`config.mk`:
```
export PLATFORM = sky130hd
export DESIGN_NAME = fatr_cell
export DESIGN_NICKNAME = d
export VERILOG_FILES = /design/src/rtl/fence_ack_range_tracker_defines.svh /design/src/rtl/fatr_pkg.sv /design/src/rtl/fatr_cell.sv
export SDC_FILE = /design/constraint.sdc
export NUM_CORES = 1
export LEC_CHECK = 0
export BUFFER_PORTS_ARGS = -buffer_cell sky130_fd_sc_hd__buf_2
export CAP_MARGIN = 20
export CORE_MARGIN = 8
export CORE_UTILIZATION = 41
export CTS_CLUSTER_SIZE = 10
export DETAILED_ROUTE_END_ITERATION = 10
export PLACE_DENSITY = 0.69
export SLEW_MARGIN = 20
export SYNTH_ARGS = -nofsm -noshare
export SYNTH_HDL_FRONTEND = slang
export SYNTH_SLANG_ARGS = --single-unit
```
`constraint.sdc`:
```
create_clock -name clock -period 5.22 [get_ports clock]
set_clock_uncertainty 0.05 [all_clocks]
set_input_delay 0.522 -clock clock [delete_from_list [all_inputs] [get_ports clock]]
set_output_delay 0.522 -clock clock [all_outputs]
set_load 0.05 [all_outputs]
```
`src/rtl/fence_ack_range_tracker_defines.svh`:
```
// ----------------------------------------------------------------------------
// fence ack range tracker assertion macros
// concurrent checks that disappear when SYNTHESIS is defined
// ----------------------------------------------------------------------------
`ifndef FENCE_ACK_RANGE_TRACKER_DEFINES_SVH
`define FENCE_ACK_RANGE_TRACKER_DEFINES_SVH

`ifndef SYNTHESIS
// check masked while reset is high
`define FATR_ASSERT(lbl, clk, rst, prop, msg) \
   lbl: assert property (@(posedge clk) disable iff (rst) prop) else $error(msg);
// check that also holds across reset
`define FATR_ASSERT_ALWAYS(lbl, clk, prop, msg) \
   lbl: assert property (@(posedge clk) prop) else $error(msg);
`else
`define FATR_ASSERT(lbl, clk, rst, prop, msg)
`define FATR_ASSERT_ALWAYS(lbl, clk, prop, msg)
`endif

`endif

```
`src/rtl/fatr_pkg.sv`:
```
// ----------------------------------------------------------------------------
// fatr_pkg
// shared types, operation codes and sequence helpers of the range tracker
// ----------------------------------------------------------------------------
`default_nettype none

package fatr_pkg;

   // operation codes
   localparam logic [1:0] FUNC_ACK   = 2'd0;
   localparam logic [1:0] FUNC_POP   = 2'd1;
   localparam logic [1:0] FUNC_CLEAR = 2'd2;

   typedef struct packed {
      logic [1:0]  func;
      logic [31:0] ack_seq;
   } req_type;

   typedef struct packed {
      logic [31:0] popped_lower;
      logic [31:0] latched_upper;
      logic        ranges_pending;
      logic        duplicate_ack;
      logic        table_overflow;
   } rsp_type;

   typedef enum logic [1:0] {
      ST_IDLE,
      ST_EVAL,
      ST_APPLY
   } state_type;

   // what a cell shows its neighbours
   typedef struct packed {
      logic        valid;
      logic        merge;
      logic [31:0] low;
      logic [31:0] high;
   } nbr_type;

   // flags rippling down the chain during the update
   typedef struct packed {
      logic found;
      logic shift_r;
      logic shift_l;
      logic dup;
      logic ovf;
   } chain_type;

   // broadcast control from the sequencer to every cell
   typedef struct packed {
      logic        eval_en;
      logic        apply_en;
      logic        full;
      logic [1:0]  func;
      logic [31:0] seq;
   } ctl_type;

   // next sequence, skipping zero
   function automatic logic [31:0] seq_succ(input logic [31:0] s);
      logic [31:0] r;
      r = s + 32'd1;
      if (r == 32'd0) begin
         r = 32'd1;
      end
      return r;
   endfunction

   // previous sequence, skipping zero
   function automatic logic [31:0] seq_pred(input logic [31:0] s);
      logic [31:0] r;
      r = s - 32'd1;
      if (r == 32'd0) begin
         r = 32'hFFFF_FFFF;
      end
      return r;
   endfunction

   // serial order: a before b when the wrapped difference is negative
   function automatic logic seq_before(input logic [31:0] a, input logic [31:0] b);
      logic [31:0] d;
      d = a - b;
      return d[31];
   endfunction

endpackage

`default_nettype wire

```
`src/rtl/fatr_cell.sv`:
```
// ----------------------------------------------------------------------------
// fatr_cell
// one table slot: holds a range, compares it against the command and
// shifts with its neighbours when a range is inserted or removed
// ----------------------------------------------------------------------------
`default_nettype none

module fatr_cell
   import fatr_pkg::*;
(
   input  wire logic      clock,
   input  wire logic      reset,
   input  wire ctl_type   ctl,
   input  wire nbr_type   left_in,
   input  wire nbr_type   right_in,
   input  wire chain_type chain_in,
   output nbr_type        self_out,
   output chain_type      chain_out
);

   logic        valid_ff, valid_in;
   logic [31:0] low_ff, low_in;
   logic [31:0] high_ff, high_in;

   // compare results of the evaluate cycle
   logic hit_ff, ext_ff, ladj_ff, ins_ff, merge_ff;
   logic [31:0] up1, lm1;
   logic        merge_here;

   // compare stage
   always_comb begin
      up1 = seq_succ(high_ff);
      lm1 = seq_pred(low_ff);
   end

   always_ff @(posedge clock) begin
      if (ctl.eval_en) begin
         ext_ff   <= (up1 == ctl.seq);
         hit_ff   <= valid_ff && ((up1 == ctl.seq) || seq_before(ctl.seq, up1));
         ladj_ff  <= (lm1 == ctl.seq);
         ins_ff   <= seq_before(ctl.seq, lm1);
         merge_ff <= valid_ff && (low_ff == seq_succ(ctl.seq));
      end
   end

   // update stage
   always_comb begin
      valid_in   = valid_ff;
      low_in     = low_ff;
      high_in    = high_ff;
      chain_out  = chain_in;
      merge_here = right_in.valid && right_in.merge;
      if (ctl.apply_en) begin
         case (ctl.func)
            FUNC_ACK: begin
               if (chain_in.found) begin
                  // a cell upstream handled it, follow its shift
                  if (chain_in.shift_r) begin
                     valid_in = left_in.valid;
                     low_in   = left_in.low;
                     high_in  = left_in.high;
                  end else if (chain_in.shift_l) begin
                     valid_in = right_in.valid;
                     low_in   = right_in.low;
                     high_in  = right_in.high;
                  end
               end else if (hit_ff) begin
                  chain_out.found = 1'b1;
                  if (ext_ff) begin
                     high_in           = merge_here ? right_in.high : ctl.seq;
                     chain_out.shift_l = merge_here;
                  end else if (ladj_ff) begin
                     low_in = ctl.seq;
                  end else if (ins_ff) begin
                     if (ctl.full) begin
                        chain_out.ovf = 1'b1;
                     end else begin
                        low_in            = ctl.seq;
                        high_in           = ctl.seq;
                        chain_out.shift_r = 1'b1;
                     end
                  end else begin
                     chain_out.dup = 1'b1;
                  end
               end else if (!valid_ff) begin
                  // first free slot: append
                  chain_out.found = 1'b1;
                  valid_in        = 1'b1;
                  low_in          = ctl.seq;
                  high_in         = ctl.seq;
               end
            end
            FUNC_POP: begin
               valid_in = right_in.valid;
               low_in   = right_in.low;
               high_in  = right_in.high;
            end
            FUNC_CLEAR: begin
               valid_in = 1'b0;
            end
            default: begin
            end
         endcase
      end
   end

   always_ff @(posedge clock) begin
      if (reset) begin
         valid_ff <= 1'b0;
      end else begin
         valid_ff <= valid_in;
      end
   end

   always_ff @(posedge clock) begin
      low_ff  <= low_in;
      high_ff <= high_in;
   end

   assign self_out = '{valid: valid_ff, merge: merge_ff, low: low_ff, high: high_ff};

endmodule

`default_nettype wire

```
==> run_results.csv, run 1 <==
group,metric,value,unit
clocking,clock_latency,0.35,ns
grt,grt_max_degree,43,
sta,hold_viol_final,0,
clocking,numCtsBuffers,9,
floorplanning,fp-row-count,53,
worst_hold_path,holdPathStages,2,
yosys,ys_seq_area_share,23.8,%
sta,relSlewSlack,26.8,%
sta,setup_tns,0,ns
layout,diodes,0,
layout,final_nets,1575,
grt,overflow,0,
yosys,postSynthCellCount,1130,
worst_setup_path,critPathTopFamily,"simple AND/OR/NAND/NOR gates",
yosys,muxShareOfSynthArea,0.256,%
floorplanning,initial_core_util,41.8,%
clocking,cts_tree,"yes",
floorplanning,core,21000,um2
worst_setup_path,worstPathRequired,5.26,ns
placed_design,dp_slack,0.214,ns
worst_hold_path,hold_path.class,"in -> reg",
placed_design,dp_hpwl,25800,um
route,drt-pass1-iter-count,5,
yosys,synthesis.area,8780,um2
power_and_ir_drop,power_density,194,nW/um2
route,ant_nets,0,
floorplanning,die_width,162,um
worst_setup_path,reg2reg_depth,18,
clocking,postCtsHoldBufs,0,
power_and_ir_drop,p_leak,0.00422,uW
worst_setup_path,crit_fanout,4,
worst_hold_path,hold_start,"reset",
grt,antenna_found_initial,0,
power_and_ir_drop,total_power,2060,uW
sta,whs,0.282,ns
yosys,synth_edf_count,69,
route,routedWlPerCell,20.2,um
sta,slew_viol_final,0,
worst_setup_path,worst_r2r_endpoint,"ins_ff",
flow_run,cap_violations,0,
sta,setup_viol,0,
yosys,syn_avg_cell_area,7.77,um2
grt,grt_pass1_wl,50700,um
sta,finalWorstSetupSlack,0.317,ns
yosys,synth-simple-area-share,26.8,%
worst_setup_path,crit_path_top_delay_cell,"or4_4",
sta,timing.fmax,0.204,GHz
yosys,synth_ff_type,"edfxtp_1",
route,drc,0,
yosys,syn_nets,1375,
placed_design,place_congestion,0.934,
sta,period_needed,4.90,ns
worst_setup_path,criticalPathCategory,"reg -> reg",
worst_hold_path,hold_end,"valid_ff",
layout,area_growth_syn_to_layout,20.9,%
floorplanning,design.portCount,247,
yosys,async_flop_share,0,%
grt,grt_use_total,24.0,%
worst_setup_path,crit_chain,"inv_1, ha_1, or4b_4, or4_4, xnor2_1, a2111oi_2, buf_4, nand3b_1, nor4_4, nor2_1, ha_1, a21o_1, a21o_1, a2111oi_1, o31ai_1, a21oi_1, nand3_1, xnor2_1",
yosys,synth_top_area_share,23.6,%
sta,rsz0062_at_grt,"false",
sta,post-route-period-util,93.9,%
worst_setup_path,reg2reg_slack,0.32,ns
layout,finalNonFillerCells,1610,
clocking,cts.path.max_buffers,2,
grt,grt_pass1_vias,9456,
yosys,synth_fa_ha_area_share,9.94,%
route,wirelength,32600,um
placed_design,port_buffers,245,
clocking,cts-root-buf,"clkbuf_16",
worst_setup_path,end_kind,"flip-flop",
clocking,htreeDepth,3,
clocking,clock_sinks,70,
yosys,synth.largest_area_cell,"edfxtp_1",
yosys,synth-seq-cells,70,
route,vias_per_cell,5.97,
layout,drive_gt1_share,24.5,%
route,first_iter_violations,721,
yosys,synth_compound_area_share,22.9,%
worst_setup_path,r2r_start,"low_ff[1]",
worst_setup_path,path_buf_inv,2,
yosys,synth_xor_area_share,10.9,%
floorplanning,die_area,26400,um2
route,route.vias.total,9619,
worst_setup_path,arrival,4.94,ns
yosys,synth_top_family_by_area,"simple AND/OR/NAND/NOR gates",
yosys,synth_area_leaders,"edfxtp_1, ha_1, xnor2_1, o21ai_0, nand2_1",
power_and_ir_drop,vdd_drop_max,0.138,mV
yosys,synth_cell_type_count,71,
worst_setup_path,start_kind,"flip-flop",
run_status,status,"completed",
yosys,yosys_warnings,0,
worst_setup_path,crit_path_max_incr_delay,0.56,ns
floorplanning,die_h,162,um
sta,worst_pin_slew,1.10,ns
placed_design,place_inst,1593,
clocking,path_clk_slew,0.06,ns
==> worst max path at each step <==
stage               startpoint  endpoint  slack (ns)  cells after the start
detailed placement   low_ff[1]    ins_ff        0.21                     18
finish               low_ff[1]    ins_ff        0.32                     18
global placement     low_ff[1]    ins_ff        0.20                     18
CTS                  low_ff[1]    ins_ff        0.21                     18
global route         low_ff[1]    ins_ff        0.04                     18
floorplan            low_ff[1]    ins_ff        0.05                     20
==> kinds of logic (layout without fill, tap and decap cells) <==
logic type / count (synthesis) / in the layout
flops: 70 / 70
mux: 2 / 2
simple gates: 440 / 440
fa+ha+maj: 70 / 70
xor+xnor: 109 / 109
compound gates: 320 / 320
buf+inv: 119 / 324
==> worst register-to-register path: stages (launching register included) <==
cell,delay (ns)
edfxtp_1,0.38
inv_1,0.09
ha_1,0.16
or4b_4,0.49
or4_4,0.56
xnor2_1,0.18
a2111oi_2,0.29
buf_4,0.17
nand3b_1,0.12
nor4_4,0.42
nor2_1,0.10
ha_1,0.31
a21o_1,0.18
a21o_1,0.18
a2111oi_1,0.38
o31ai_1,0.17
a21oi_1,0.16
nand3_1,0.10
xnor2_1,0.15
==> timing repair <==
item | 4_1_cts | 5_1_grt
resized for setup | 0 | 8
buffers inserted | 0 | 1
endpoints found under the setup margin | 0 | 1
==> per-stage QoR <==
step                      util (%)  instance area [um2]
final                         50.5                10600
after global routing          50.5                10600
after floorplan                  -                 8780
after CTS                     50.4                10600
after detailed placement      48.9                10300
after global placement        48.9                10300
==> layout make-up <==
cell class / count / area (um2)
Fill cell: 2067 / 10400
Multi-Input combinational cell: 941 / 6260
Sequential cell: 70 / 2090
Timing Repair Buffer: 287 / 1550
Tap cell: 275 / 344
Clock buffer: 11 / 243
Inverter: 21 / 78.8
Clock inverter: 5 / 58.8
==> Yosys cell counts (9+ instances only) <==
library cell,instances
edfxtp_1,69
ha_1,69
buf_2,13
a21oi_1,63
nand2b_1,9
a21o_1,18
and2_1,9
o21ai_0,95
a22oi_1,33
or3_1,39
xor2_1,37
a211oi_1,11
and3_1,19
inv_1,21
clkbuf_1,80
xnor2_1,72
nand2_1,88
a31oi_1,9
nand3_1,45
nor4_1,19
o22ai_1,33
nor2_1,73
nor3_1,35
nand4_1,42
==> report_power, final <==
| group | switching [uW] | internal (uW) |
|---|---|---|
| registers | 50.1 | 668 |
| logic | 449 | 259 |
| clock network | 253 | 383 |
==> routing by layer <==
layer / track usage, % / part of all wire, % / up-vias
met4: 7.11 / 2.0 / 0
met3: 4.95 / 7.4 / 45
met2: 39.7 / 47 / 420
li1: - / - / 4664
met5: 0 / 0 / -
met1: 30.8 / 43 / 4490
==> cells in the final DEF (no fill, tap or decap), types with 7 or more instances in the layout <==
cell type	synthesis	layout
o22ai_1	33	33
nand2b_1	9	9
and3_1	19	19
or4_1	8	7
buf_4	3	40
edfxtp_1	69	69
xnor2_1	72	72
and4_1	8	8
nor3_1	35	35
buf_2	13	245
a211oi_1	11	11
a21oi_1	63	63
and2_1	9	9
a31oi_1	9	8
or2_2	7	7
nand4_1	42	42
nand2_1	88	88
nor2_1	73	73
a22oi_1	33	33
inv_1	21	21
clkbuf_16	0	9
o21ai_0	95	95
nor4_1	19	19
ha_1	69	68
nand3_1	45	45
or3_1	39	39
a21o_1	18	18
nor2b_1	8	8
nor3b_1	8	8
xor2_1	37	37
==> registers in the layout (all words and copies together) (netlist names) <==
signal and count:
ext_ff 1, high_ff 32, hit_ff 1, ins_ff 1, ladj_ff 1, low_ff 32, merge_ff 1, valid_ff 1
No activity file was read; power rests on OpenSTA's default activity.
==> run 2: changes to the inputs <==
Settings changed: PLACE_DENSITY 0.69 to 0.66.
Clock period 5.22 ns to 5.2 ns, I/O delays scaled along.
==> run_results.csv, run 2 (synthesized netlist as in run 1, its figures left out) <==
group,metric,value,unit
placed_design,dp_hpwl,25700,um
worst_setup_path,crit_path_top_delay_cell,"or4_4",
flow_run,cap_violations,0,
floorplanning,initial_core_util,41.8,%
run_status,status,"completed",
route,routedWlPerCell,20.3,um
layout,final_nets,1583,
layout,drive_gt1_share,25.1,%
worst_setup_path,crit_fanout,4,
floorplanning,die_area,26400,um2
layout,final_cell_mix,"buf_2, o21ai_0, nand2_1, nor2_1, xnor2_1",
power_and_ir_drop,p_switching,744,uW
worst_setup_path,crit_path_max_incr_delay,0.51,ns
grt,overflow,0,
worst_hold_path,holdPathStages,2,
power_and_ir_drop,vdd_drop_max,0.145,mV
worst_setup_path,path_buf_inv,3,
sta,relSlewSlack,32.6,%
route,vias_per_cell,5.98,
route,ant_nets,0,
sta,setup_viol,0,
sta,setup_tns,0,ns
worst_setup_path,crit_top_cell,"a21o_1",
power_and_ir_drop,combinationalPowerShare,35.3,%
placed_design,port_buffers,245,
clocking,cts-root-buf,"clkbuf_16",
clocking,cts_tree,"yes",
power_and_ir_drop,clockPowerShare,29.5,%
floorplanning,core,21000,um2
grt,grt_pass1_vias,9460,
worst_setup_path,critPathTopFamily,"simple AND/OR/NAND/NOR gates",
floorplanning,die_width,162,um
clocking,path_clk_slew,0.06,ns
sta,worst_pin_slew,1.01,ns
power_and_ir_drop,swShare,36.5,%
power_and_ir_drop,p_leak,0.00427,uW
worst_setup_path,end_kind,"flip-flop",
route,drc,0,
grt,grt_max_degree,43,
sta,hold_viol_final,0,
worst_hold_path,hold_path.class,"in -> reg",
floorplanning,design.portCount,247,
floorplanning,die_h,162,um
sta,slew_viol_final,0,
sta,post-route-period-util,95.6,%
grt,grt_use_total,24.1,%
layout,top_regs,"high_ff (32), low_ff (32)",
route,wirelength,32900,um
worst_setup_path,worstPathRequired,5.23,ns
sta,period_needed,4.97,ns
layout,final_common_cell,"buf_2",
sta,timing.fmax,0.201,GHz
grt,antenna_found_initial,0,
power_and_ir_drop,power_density,191,nW/um2
worst_setup_path,criticalPathCategory,"reg -> reg",
layout,area_growth_syn_to_layout,21.7,%
floorplanning,fp-row-count,53,
worst_setup_path,arrival,5.01,ns
route,drt-pass1-iter-count,6,
route,route.vias.total,9673,
clocking,clock_sinks,70,
power_and_ir_drop,intPower,1300,uW
clocking,clock_latency,0.34,ns
route,first_iter_violations,919,
clocking,cts.path.max_buffers,2,
grt,grt_pass1_wl,51300,um
clocking,postCtsHoldBufs,0,
worst_setup_path,crit_cells,20,
power_and_ir_drop,total_power,2040,uW
clocking,numCtsBuffers,9,
power_and_ir_drop,seq_power_share,35.2,%
worst_setup_path,crit_chain,"inv_1, ha_1, or4b_4, or4_4, xnor2_1, a2111oi_2, buf_4, nand3b_1, nor4_4, buf_4, nor2_1, ha_1, a21o_1, a21o_1, a21o_1, a221oi_2, o21ai_0, nand2_1, nand3_1, xnor2_1",
worst_setup_path,start_kind,"flip-flop",
clocking,htreeDepth,3,
layout,diodes,0,
worst_setup_path,reg2reg_depth,20,
placed_design,place_congestion,0.950,
run 2: cell count changes in the layout (fill, tap and decap cells not counted), sizes merged:
cell	previous run	this run
clkinvlp	2	0
clkinv	2	1
clkbuf	11	16
bufinv	1	0
buf	287	294
run 2: power by group through the flow:
stage,clock network [uW],registers [uW],logic (uW)
final,602,718,721
after global routing,636,723,792
after CTS,615,717,710
after detailed placement,0,729,706
after global placement,0,729,697
after floorplan,0,812,380
run 2: path summary, 6_finish.rpt:
check	from	end	slack [ns]
setup / recovery	low_ff[1]	ins_ff	0.23
hold / removal	reset	valid_ff	0.28
setup reg to reg	low_ff[1]	ins_ff	0.23
hold reg to reg	valid_ff	valid_ff	0.57
run 2: cell type report:
cell class	count	area, um2
clock inverter	1	5.00
sequential	70	2090
tap	275	344
inverter	21	78.8
fill	2089	10300
timing repair buffer	295	1610
multi-input combinational	941	6290
clock buffer	15	278
run 2: what timing repair did:
action | CTS | global route
setup buffers | 0 | 8
resized for setup | 0 | 13
endpoints found under the setup margin | 0 | 1
run 2: per-layer routing:
| layer | part of all wire (%) | track usage [%] |
|---|---|---|
| met1 | 43 | 31.5 |
| met2 | 47 | 39.9 |
| met3 | 7.9 | 4.15 |
| met4 | 1.7 | 7.24 |
| met5 | 0 | 0 |
run 2: metrics by stage:
step | hold WS (ns) | instances | cell area, um2 | setup WS [ns] | utilization, %
floorplan | 0.460 | 1130 | 8780 | 0.0301 | -
finish | 0.280 | 1618 | 10700 | 0.227 | 50.9
detailed placement | 0.578 | 1594 | 10300 | 0.203 | 49.0
global placement | 0.580 | 1594 | 10300 | 0.263 | 49.0
global route | 0.276 | 1618 | 10700 | -0.00131 | 50.9
CTS | 0.267 | 1610 | 10600 | 0.122 | 50.3
